## src/design/fasta_two_bit_packer_macros.svh

```systemverilog
// ----------------------------------------------------------------------------
// FASTA two-bit packer assertion macros
// Shared concurrent assertion forms used by the packer modules.
// ----------------------------------------------------------------------------
`ifndef FASTA_TWO_BIT_PACKER_MACROS_SVH
`define FASTA_TWO_BIT_PACKER_MACROS_SVH

// same-cycle implication, disabled during reset
`define FTBP_ASSERT_IMPLY(label, clk, rst, ante, cons, msg) \
   label: assert property (@(posedge clk) disable iff (rst) (ante) |-> (cons)) \
      else $error(msg);

// next-cycle implication, disabled during reset
`define FTBP_ASSERT_NEXT(label, clk, rst, ante, cons, msg) \
   label: assert property (@(posedge clk) disable iff (rst) (ante) |=> (cons)) \
      else $error(msg);

`endif

```

## src/design/ftbp_pkg.sv

```systemverilog
// ----------------------------------------------------------------------------
// ftbp_pkg
// Types shared by the parser front end, the command queue and the emitter.
// ----------------------------------------------------------------------------
package ftbp_pkg;

   // command classes handed from the parser to the emitter
   typedef enum logic [1:0] {
      OP_WORD  = 2'd0,
      OP_COUNT = 2'd1,
      OP_EOF   = 2'd2
   } op_type;

   // one queued command; counts are zero-extended to 32 bits
   typedef struct packed {
      op_type      op;
      logic        rec_valid;  // end of file: record count present
      logic [31:0] data0;      // packed word or record count
      logic [31:0] data1;      // end of file: padded last word
      logic [31:0] data2;      // end of file: padded total count
   } entry_type;

endpackage

```

## src/design/ftbp_front.sv

```systemverilog
// ----------------------------------------------------------------------------
// ftbp_front
// Byte parser: tracks header state, packs bases into words, counts bases
// and pushes one command per byte that produces output.
// ----------------------------------------------------------------------------
`include "fasta_two_bit_packer_macros.svh"

module ftbp_front #(
   parameter int COUNT_BITS = 32
) (
   input  logic                clock,
   input  logic                reset,
   input  logic                accept,
   input  logic [7:0]          text_byte,
   input  logic                csr_we,
   input  logic [15:0]         csr_data,
   output logic                push,
   output ftbp_pkg::entry_type push_entry
);

   typedef enum logic [2:0] {
      MODE_SKIP = 3'd0,
      MODE_HEAD = 3'd1,
      MODE_SEQ  = 3'd2,
      MODE_GT   = 3'd3,
      MODE_GTN  = 3'd4
   } mode_type;

   localparam logic [15:0] SEED_RESET = 16'd44257;
   localparam logic [15:0] LFSR_TAPS  = 16'hB400;
   localparam logic [7:0]  CHAR_GT    = 8'h3E;
   localparam logic [7:0]  CHAR_N     = 8'h4E;
   localparam logic [7:0]  CHAR_C     = 8'h43;
   localparam logic [7:0]  CHAR_LF    = 8'h0A;
   localparam logic [7:0]  CHAR_NUL   = 8'h00;

   mode_type              mode_ff, mode_in, mode_eff;
   logic [31:0]           acc_ff, acc_in, acc_next;
   logic [COUNT_BITS-1:0] total_ff, total_in, total_next;
   logic [COUNT_BITS-1:0] start_ff, start_in;
   logic [COUNT_BITS-1:0] rec_count, padded_total;
   logic [15:0]           lfsr_ff, lfsr_in, lfsr_one, lfsr_two;
   logic [15:0]           seed_ff, seed_in, seed_load;
   logic [1:0]            code;
   logic                  ambiguous, handled;
   logic [5:0]            pad_shift;
   logic [63:0]           pad_wide;

   // one Galois step, shifting right
   function automatic logic [15:0] lfsr_step(input logic [15:0] v);
      lfsr_step = (v >> 1) ^ (v[0] ? LFSR_TAPS : 16'h0000);
   endfunction

   assign seed_load = (seed_ff == 16'h0000) ? 16'h0001 : seed_ff;
   assign lfsr_one  = lfsr_step(lfsr_ff);
   assign lfsr_two  = lfsr_step(lfsr_one);

   // base letter to code; anything else draws two LFSR bits
   always_comb begin
      ambiguous = 1'b0;
      unique case (text_byte)
         8'h41, 8'h61: code = 2'b00;
         8'h43, 8'h63: code = 2'b01;
         8'h47, 8'h67: code = 2'b10;
         8'h54, 8'h74: code = 2'b11;
         default: begin
            ambiguous = 1'b1;
            code      = {~lfsr_one[0], ~lfsr_ff[0]};
         end
      endcase
   end

   // end-of-file helpers: record count, T padding, padded total
   assign rec_count    = total_ff - start_ff;
   assign padded_total = {total_ff[COUNT_BITS-1:4] + (COUNT_BITS-4)'(2), 4'b0000};
   assign pad_shift    = 6'd32 - {1'b0, total_ff[3:0], 1'b0};
   assign pad_wide     = {acc_ff, 32'hFFFF_FFFF} << pad_shift;
   assign acc_next     = {acc_ff[29:0], code};
   assign total_next   = total_ff + COUNT_BITS'(1);

   // next-state and command selection
   always_comb begin
      mode_in    = mode_ff;
      acc_in     = acc_ff;
      total_in   = total_ff;
      start_in   = start_ff;
      lfsr_in    = lfsr_ff;
      seed_in    = seed_ff;
      push       = 1'b0;
      push_entry = '0;
      handled    = 1'b0;
      mode_eff   = mode_ff;

      if (accept) begin
         // resolve the two-byte header lookahead
         unique case (mode_ff)
            MODE_SKIP, MODE_HEAD, MODE_SEQ: mode_eff = mode_ff;
            MODE_GT: begin
               if (text_byte == CHAR_N) begin
                  mode_in = MODE_GTN;
                  handled = 1'b1;
               end else begin
                  mode_eff = MODE_SKIP;
               end
            end
            MODE_GTN: begin
               if (text_byte == CHAR_C) begin
                  mode_in = MODE_HEAD;
                  handled = 1'b1;
               end else begin
                  mode_eff = MODE_SKIP;
               end
            end
            default: mode_eff = MODE_SKIP;
         endcase

         if (!handled) begin
            mode_in = mode_eff;
            priority if (text_byte == CHAR_NUL) begin
               push                 = 1'b1;
               push_entry.op        = ftbp_pkg::OP_EOF;
               push_entry.rec_valid = (rec_count != '0);
               push_entry.data0     = 32'(rec_count);
               push_entry.data1     = pad_wide[63:32];
               push_entry.data2     = 32'(padded_total);
               mode_in              = MODE_SKIP;
               acc_in               = '0;
               total_in             = '0;
               start_in             = '0;
               lfsr_in              = seed_load;
            end else if (text_byte == CHAR_GT) begin
               push             = (rec_count != '0);
               push_entry.op    = ftbp_pkg::OP_COUNT;
               push_entry.data0 = 32'(rec_count);
               start_in         = total_ff;
               mode_in          = MODE_GT;
            end else if (text_byte == CHAR_LF) begin
               if (mode_eff == MODE_HEAD) begin
                  mode_in = MODE_SEQ;
               end
            end else if (mode_eff == MODE_SEQ) begin
               total_in = total_next;
               if (ambiguous) begin
                  lfsr_in = lfsr_two;
               end
               if (total_next[3:0] == 4'h0) begin
                  push             = 1'b1;
                  push_entry.op    = ftbp_pkg::OP_WORD;
                  push_entry.data0 = acc_next;
                  acc_in           = '0;
               end else begin
                  acc_in = acc_next;
               end
            end
         end
      end

      // seed write reloads the LFSR at once
      if (csr_we) begin
         seed_in = csr_data;
         lfsr_in = (csr_data == 16'h0000) ? 16'h0001 : csr_data;
      end
   end

   // parser state
   always_ff @(posedge clock) begin
      if (reset) begin
         mode_ff  <= MODE_SKIP;
         acc_ff   <= '0;
         total_ff <= '0;
         start_ff <= '0;
         lfsr_ff  <= SEED_RESET;
         seed_ff  <= SEED_RESET;
      end else begin
         mode_ff  <= mode_in;
         acc_ff   <= acc_in;
         total_ff <= total_in;
         start_ff <= start_in;
         lfsr_ff  <= lfsr_in;
         seed_ff  <= seed_in;
      end
   end

   // end of file always returns the parser to its idle state
   `FTBP_ASSERT_NEXT(a_eof_clears, clock, reset,
      accept && (text_byte == CHAR_NUL),
      (total_ff == '0) && (start_ff == '0) && (mode_ff == MODE_SKIP),
      "parser state not cleared after end of file")

endmodule

```

## src/design/ftbp_queue.sv

```systemverilog
// ----------------------------------------------------------------------------
// ftbp_queue
// Small circular command queue between the parser and the emitter.
// ----------------------------------------------------------------------------
`include "fasta_two_bit_packer_macros.svh"

module ftbp_queue #(
   parameter int DEPTH = 4
) (
   input  logic                clock,
   input  logic                reset,
   input  logic                push,
   input  ftbp_pkg::entry_type push_entry,
   output logic                full,
   input  logic                pop,
   output ftbp_pkg::entry_type head,
   output logic                empty
);

   localparam int PTR_W = (DEPTH > 1) ? $clog2(DEPTH) : 1;
   localparam int CNT_W = $clog2(DEPTH + 1);

   ftbp_pkg::entry_type entry_ff [DEPTH];
   logic [PTR_W-1:0]    wr_ptr_ff, wr_ptr_in, rd_ptr_ff, rd_ptr_in;
   logic [CNT_W-1:0]    count_ff, count_in;
   logic                do_push, do_pop;

   assign full    = (count_ff == CNT_W'(DEPTH));
   assign empty   = (count_ff == '0);
   assign do_push = push && !full;
   assign do_pop  = pop && !empty;
   assign head    = entry_ff[rd_ptr_ff];

   // pointer wrap and occupancy
   always_comb begin
      wr_ptr_in = wr_ptr_ff;
      rd_ptr_in = rd_ptr_ff;
      if (do_push) begin
         wr_ptr_in = (wr_ptr_ff == PTR_W'(DEPTH - 1)) ? '0 : wr_ptr_ff + PTR_W'(1);
      end
      if (do_pop) begin
         rd_ptr_in = (rd_ptr_ff == PTR_W'(DEPTH - 1)) ? '0 : rd_ptr_ff + PTR_W'(1);
      end
      unique case ({do_push, do_pop})
         2'b10:   count_in = count_ff + CNT_W'(1);
         2'b01:   count_in = count_ff - CNT_W'(1);
         default: count_in = count_ff;
      endcase
   end

   always_ff @(posedge clock) begin
      if (reset) begin
         wr_ptr_ff <= '0;
         rd_ptr_ff <= '0;
         count_ff  <= '0;
      end else begin
         wr_ptr_ff <= wr_ptr_in;
         rd_ptr_ff <= rd_ptr_in;
         count_ff  <= count_in;
      end
   end

   // storage, no reset needed
   always_ff @(posedge clock) begin
      if (do_push) begin
         entry_ff[wr_ptr_ff] <= push_entry;
      end
   end

   `FTBP_ASSERT_IMPLY(a_count_bound, clock, reset, 1'b1,
      count_ff <= CNT_W'(DEPTH), "queue occupancy above depth")
   `FTBP_ASSERT_IMPLY(a_no_push_full, clock, reset, push,
      !full, "parser pushed into a full queue")

endmodule

```

## src/design/ftbp_back.sv

```systemverilog
// ----------------------------------------------------------------------------
// ftbp_back
// Emitter: expands queued commands into results, one per cycle while the
// registered output stage is free or popped.
// ----------------------------------------------------------------------------
`include "fasta_two_bit_packer_macros.svh"

module ftbp_back (
   input  logic                clock,
   input  logic                reset,
   input  ftbp_pkg::entry_type head,
   input  logic                q_empty,
   output logic                q_pop,
   output logic                rsp_empty,
   input  logic                rsp_pop,
   output logic [1:0]          rsp_result_kind,
   output logic [31:0]         rsp_value,
   output logic                rsp_last
);

   localparam logic [1:0] KIND_WORD  = 2'd0;
   localparam logic [1:0] KIND_COUNT = 2'd1;
   localparam logic [1:0] KIND_TOTAL = 2'd2;

   logic [1:0]  step_ff, step_in, sel;
   logic        out_valid_ff, out_valid_in;
   logic [1:0]  kind_ff, kind_in, kind_res;
   logic [31:0] value_ff, value_in, value_res;
   logic        last_ff, last_in, final_res;
   logic        load;

   // result slot within the current command; skip a missing record count
   assign sel = step_ff + {1'b0, (head.op == ftbp_pkg::OP_EOF) && !head.rec_valid};

   // result for the current slot
   always_comb begin
      kind_res  = KIND_WORD;
      value_res = head.data0;
      final_res = 1'b1;
      unique case (head.op)
         ftbp_pkg::OP_WORD:  kind_res = KIND_WORD;
         ftbp_pkg::OP_COUNT: kind_res = KIND_COUNT;
         ftbp_pkg::OP_EOF: begin
            final_res = (sel == 2'd3);
            unique case (sel)
               2'd0: begin
                  kind_res  = KIND_COUNT;
                  value_res = head.data0;
               end
               2'd1: begin
                  kind_res  = KIND_WORD;
                  value_res = head.data1;
               end
               2'd2: begin
                  kind_res  = KIND_WORD;
                  value_res = 32'hFFFF_FFFF;
               end
               default: begin
                  kind_res  = KIND_TOTAL;
                  value_res = head.data2;
               end
            endcase
         end
         default: kind_res = KIND_WORD;
      endcase
   end

   // load the output stage when it is free or being drained
   assign load  = !q_empty && (!out_valid_ff || rsp_pop);
   assign q_pop = load && final_res;

   always_comb begin
      step_in      = step_ff;
      out_valid_in = out_valid_ff;
      kind_in      = kind_ff;
      value_in     = value_ff;
      last_in      = last_ff;
      if (out_valid_ff && rsp_pop) begin
         out_valid_in = 1'b0;
      end
      if (load) begin
         out_valid_in = 1'b1;
         kind_in      = kind_res;
         value_in     = value_res;
         last_in      = final_res;
         step_in      = final_res ? 2'd0 : step_ff + 2'd1;
      end
   end

   always_ff @(posedge clock) begin
      if (reset) begin
         step_ff      <= 2'd0;
         out_valid_ff <= 1'b0;
      end else begin
         step_ff      <= step_in;
         out_valid_ff <= out_valid_in;
      end
   end

   // payload of the output stage
   always_ff @(posedge clock) begin
      kind_ff  <= kind_in;
      value_ff <= value_in;
      last_ff  <= last_in;
   end

   assign rsp_empty       = !out_valid_ff;
   assign rsp_result_kind = kind_ff;
   assign rsp_value       = value_ff;
   assign rsp_last        = last_ff;

   `FTBP_ASSERT_IMPLY(a_step_in_eof, clock, reset, step_ff != 2'd0,
      !q_empty && (head.op == ftbp_pkg::OP_EOF),
      "multi-result step outside an end-of-file command")

endmodule

```

## src/design/fasta_two_bit_packer.sv

```systemverilog
// ----------------------------------------------------------------------------
// fasta_two_bit_packer
// FASTA text to 2-bit packed bases, keeping only records whose header
// begins with ">NC"; emits packed words, record counts and padded total.
// ----------------------------------------------------------------------------
// Usage:
//   Request side: drive req_text_byte and req_push; a byte is taken at a
//   clock edge with req_push high and req_full low. A zero byte ends the file.
//   Result side: while rsp_empty is low the oldest result sits on
//   rsp_result_kind / rsp_value / rsp_last; rsp_pop takes it.
//   csr_write_enable with csr_write_data loads the LFSR seed (write when idle).
// Timing:
//   One byte per cycle is accepted while req_full is low. A result is
//   registered in the command queue, then in the output stage. Most bytes
//   give zero or one result; end of file gives three or four, sent one per
//   cycle unless rsp_pop stalls. Output bandwidth of the emitter (one result
//   per cycle) sets the sustained rate on end-of-file bursts.
// Reset: queue and output stage empty, parser idle, seed back to default.
// Stall: with rsp_pop held low the command queue fills (QUEUE_DEPTH entries)
//   behind the output stage; req_full then rises until the emitter drains one.
// ----------------------------------------------------------------------------

module fasta_two_bit_packer #(
   parameter int COUNT_BITS  = 32,
   parameter int QUEUE_DEPTH = 4
) (
   input  logic        clock,
   input  logic        reset,
   input  logic        req_push,
   output logic        req_full,
   input  logic [7:0]  req_text_byte,
   output logic        rsp_empty,
   input  logic        rsp_pop,
   output logic [1:0]  rsp_result_kind,
   output logic [31:0] rsp_value,
   output logic        rsp_last,
   input  logic        csr_write_enable,
   input  logic [15:0] csr_write_data
);

   ftbp_pkg::entry_type push_entry, head;
   logic                push, q_full, q_empty, q_pop, accept;

   assign accept   = req_push && !q_full;
   assign req_full = q_full;

   ftbp_front #(
      .COUNT_BITS (COUNT_BITS)
   ) u_front (
      .clock      (clock),
      .reset      (reset),
      .accept     (accept),
      .text_byte  (req_text_byte),
      .csr_we     (csr_write_enable),
      .csr_data   (csr_write_data),
      .push       (push),
      .push_entry (push_entry)
   );

   ftbp_queue #(
      .DEPTH (QUEUE_DEPTH)
   ) u_queue (
      .clock      (clock),
      .reset      (reset),
      .push       (push),
      .push_entry (push_entry),
      .full       (q_full),
      .pop        (q_pop),
      .head       (head),
      .empty      (q_empty)
   );

   ftbp_back u_back (
      .clock           (clock),
      .reset           (reset),
      .head            (head),
      .q_empty         (q_empty),
      .q_pop           (q_pop),
      .rsp_empty       (rsp_empty),
      .rsp_pop         (rsp_pop),
      .rsp_result_kind (rsp_result_kind),
      .rsp_value       (rsp_value),
      .rsp_last        (rsp_last)
   );

endmodule
```

## config.mk

```make
export PLATFORM = sky130hd
export DESIGN_NAME = fasta_two_bit_packer
export DESIGN_NICKNAME = d
export VERILOG_FILES = /design/src/design/ftbp_pkg.sv /design/src/design/ftbp_front.sv /design/src/design/ftbp_queue.sv /design/src/design/ftbp_back.sv /design/src/design/fasta_two_bit_packer.sv
export VERILOG_INCLUDE_DIRS = /design/src /design/src/design
export SDC_FILE = /design/constraint.sdc
export NUM_CORES = 1
export LEC_CHECK = 0
export ABC_AREA = 1
export BUFFER_PORTS_ARGS = -buffer_cell sky130_fd_sc_hd__buf_2
export CORE_UTILIZATION = 30
export CTS_CLUSTER_DIAMETER = 50
export DETAILED_ROUTE_END_ITERATION = 12
export GPL_TIMING_DRIVEN = 0
export PLACE_DENSITY = 0.43
export SYNTH_ARGS = -nofsm -noshare
export SYNTH_HDL_FRONTEND = slang
export SYNTH_SLANG_ARGS = --single-unit
```

## constraint.sdc

```tcl
create_clock -name clock -period 6.65 [get_ports clock]
set_input_delay 1.33 -clock clock [delete_from_list [all_inputs] [get_ports clock]]
set_output_delay 1.33 -clock clock [all_outputs]
set_load 0.01 [all_outputs]
```

==> results.md <==
Critical path:
- At the worst endpoint, the required time is 6.99 ns.
- The worst setup path is captured at a register.
- The arrival time at the worst endpoint is 6.41 ns.
- The worst register-to-register path has a depth of 16.
- In this run the worst path has a maximum fanout of 10.
- The kind of start point of the critical path is a register.
- The critical path is of the reg -> reg type.

Timing:
- The final critical-path required period is 6.07 ns.
- The headroom to the max-slew limit is 0.0855.
- The setup violation total in the final timing report is 0.
- The final clock skew is 0.0600 ns.
- The worst hold slack is 0.454 ns.
- The final hold violation count is 0.
- At the pin with the least slew margin, the transition time is 1.36 ns.
- For this run, the top clock speed supported by timing is 0.165 GHz.
- Summed over all failing endpoints, the final setup total negative slack is 0 ns.
- The final number of max-transition violations was 0.
- The final critical-path setup slack is 0.579 ns.
- The final period utilization is 0.913.
- Setup repair after global routing left no endpoint under its margin.

Clock tree:
- Clock latency on the worst-skew pair, taken at its later pin, is 0.66 ns.
- The number of hold-repair buffers added at the cts stage is 0.
- The number of buffers inserted during clock tree synthesis is 79.
- The H-tree was split into 3 levels.
- The cell sitting at the root of the clock tree is a clkbuf_16.
- The clock passes through at most 3 buffers.
- The TritonCTS clock tree is done.
- The clock sink count is 558.
- The clock-pin slew on the worst setup and hold paths is 0.06 ns.

Power:
- The worst vdd rail ir drop is 0.000199 V.
- In this run the power density over the cells is 328 mW/mm2.
- For this design the static power due to leakage is 12.6 nW.

Synthesis:
- The number of distinct library cells after synthesis is 66.
- The mapped cell area is 0.0274 mm2.
- The synthesized design contains 558 register bits.
- After synthesis, the cell types taking the most area are edfxtp_1, dfxtp_1, nand2_1, o21ai_0, inv_1.
- In the synthesized netlist the dominant register cell turns out to be edfxtp_1.
- For this run, the register share of the synthesized area comes to 0.559.
- The number of nets handed over by synthesis was 3140.
- The synthesized design contains 415 enable-type register cells.
- Of all flip-flops after synthesis, the portion carrying an async set or reset was 0.
- The biggest area contributor in the post-synthesis netlist is edfxtp_1.
- Yosys printed 0 warnings.
- The average instance area after synthesis is 8.96 um2.
- By count the netlist is led by nand2_1, edfxtp_1, inv_1, nor2_1, o21ai_0.
- The most frequent cell after synthesis is nand2_1.
- Synthesis handed over a netlist of 3062 instances.
- Of the post-synthesis cell area, the dominant cell type holds 0.454.

Route:
- In the routed layout, each cell is associated on average with a via count of 5.14.
- The routed wire length is 104 mm.
- In the routed design, unresolved DRC markers number 0.
- The first detailed-routing pass ran for 5 iterations.
- After detailed routing, the average wire length per cell comes to 23.2 um.
- In this run the remaining antenna-violating nets after routing total 0.
- The detailed-route via count is 22900.
- After the first detailed-routing iteration, the DRC count stood at 1974.

Job:
- Across the run, the number of max-cap violations was 0.

Status:
- The flow ran to the end, and the final reports show no timing, DRC or antenna violations.

Layout:
- The count of nets after finishing is 3304.
- The fraction of the core area covered by cells at the end of the flow is 0.358.
- Compared with the post-synthesis result, the final layout area differs by 17.8%.
- The proportion of layout cells with a drive suffix above 1 is 0.0897.

Global route:
- The wire length of the first global-routing pass is 152 mm.
- The pin count of the biggest net entering global routing is 26.
- The via count of the first global-routing pass is 22300.
- After global routing the overflow that remains totals 0.
- Across every metal layer, demand over resource in global routing totals 0.222.
- The initial antenna violation count came to 3.

Floorplanning:
- The overall die height is 304 um.
- The horizontal die dimension is 304 um.
- The floorplan step defined a die boundary enclosing 0.0926 mm2.
- The placeable core area is 0.0903 mm2.
- The number of top-level pins is 66.
- After floorplanning, the core was divided into 110 placement rows.
- The initial utilization of the core area, before any placement, comes to 0.304.

Placement:
- The HPWL after detailed placement is 78.5 mm.
- Routability-driven placement finished with a final weighted congestion of 0.878.
- Buffers placed on the I/O ports in this run total 65.
- The worst setup slack before clock tree synthesis is -0.142 ns.

Hold path:
- The kind of path behind the tightest hold check is reg -> reg.
- The worst hold path begins at u_front.lfsr_ff[4]$_SDFFE_PP0P_.
- The worst hold path was traced through 2 stages.
==> worst paths after layout <==
check | to | slack, ns
worst min register to register | u_front.lfsr_ff[4]$_SDFFE_PP0P_ | 0.45
worst max register to register | u_back.rsp_value[31]$_DFFE_PP_ | 0.58
worst min-delay path | u_front.lfsr_ff[4]$_SDFFE_PP0P_ | 0.45
worst max-delay path | u_back.rsp_value[31]$_DFFE_PP_ | 0.58
==> where the power goes <==
part | leakage (nW) | internal (mW) | total [mW] | switching, mW
combinational | 6.02 | 0.676 | 2.41 | 1.73
clock | 1.24 | 2.46 | 4.16 | 1.70
sequential | 5.34 | 3.93 | 4.02 | 0.0852
==> layout make-up <==
type                    instances  area, um2
diodes                          1       2.50
plain buffers                 154        629
clock buffers                  92       2070
clock inverters                50        551
fillers                      9268      58000
inverters                     351       1320
multi-input cells            1998      10200
flip-flops and latches        558      15300
well taps                    1176       1470
repair buffers                 84        711
==> per-layer routing <==
metal,share of wire,up-vias,global-route usage
met5,0.00019,-,0
li1,-,10900,-
met2,0.48,701,0.374
met4,0.026,2,0.0588
met1,0.45,11200,0.300
met3,0.048,136,0.0273
==> registers in the layout (all words and copies together) (netlist names), named ones only <==
| register | count |
|---|---|
| u_back.rsp_value | 32 |
| u_queue.entry_ff | 380 |
| u_back.step_ff | 2 |
| u_back.rsp_last | 1 |
| u_front.mode_ff | 3 |
| u_queue.count_ff | 3 |
| u_front.lfsr_ff | 16 |
| u_front.seed_ff | 16 |
| u_front.start_ff | 32 |
| u_queue.wr_ptr_ff | 2 |
| u_front.total_ff | 32 |
| u_front.acc_ff | 32 |
| u_queue.rd_ptr_ff | 2 |
| u_back.out_valid_ff | 1 |
| u_back.rsp_result_kind | 2 |
==> per-stage QoR <==
step                instance area [um2]  total power, mW  instances
finish                            32300             10.6       4464
global route                      32300             11.0       4463
CTS                               32300             10.7       4464
detailed placement                29700             6.50       4322
global placement                  29200             6.49       4303
floorplan                         27400             5.44       3062
==> placed cells by master, fill, tap and decap left out, types with 40 or more instances in the layout <==
cell and instances:
inv_1 339, nand2_1 677, nand3_1 105, a211oi_1 47, nor2_1 319, edfxtp_1 415, clkbuf_1 132, ha_1 47
o22ai_1 40, o21ai_0 259, dfxtp_1 143, buf_2 82, a21oi_1 205, clkbuf_16 79
==> worst max-delay path, cell delays in order, from the launching register on <==
cell and delay (ns):
dfxtp_1 0.37, clkinv_1 0.23, clkbuf_1 0.70, clkbuf_1 0.49, a21oi_1 0.08, a32oi_1 0.28
ha_1 0.34, clkbuf_1 0.45, inv_1 0.12, a21oi_1 0.17, ha_1 0.35, nand2_1 0.40
nor2_1 0.23, inv_1 0.35, clkbuf_2 0.40, nor2_1 0.09, a221oi_1 0.67
==> kinds of logic (layout without fill, tap and decap cells) <==
kind of cell / Yosys count / in the layout / synth area share
AO/OA/AOI/OAI: 702 / 702 / 0.153
AND/OR/NAND/NOR: 1222 / 1222 / 0.187
multiplexers: 3 / 3 / 0.00109
adder cells (fa/ha/maj): 49 / 49 / 0.0229
XOR/XNOR: 22 / 22 / 0.00703
other: 0 / 1 / 0
flip-flops: 558 / 558 / 0.559
buffers and inverters: 506 / 731 / 0.0711
==> repair_timing <==
| item | in CTS | in global routing |
|---|---|---|
| gates resized for setup | 2 | 4 |
| buffers inserted | 0 | 0 |
| hold endpoints to repair | 0 | 0 |
| endpoints found under the setup margin | 6 | 11 |
No activity file was read; power rests on OpenSTA's default activity.
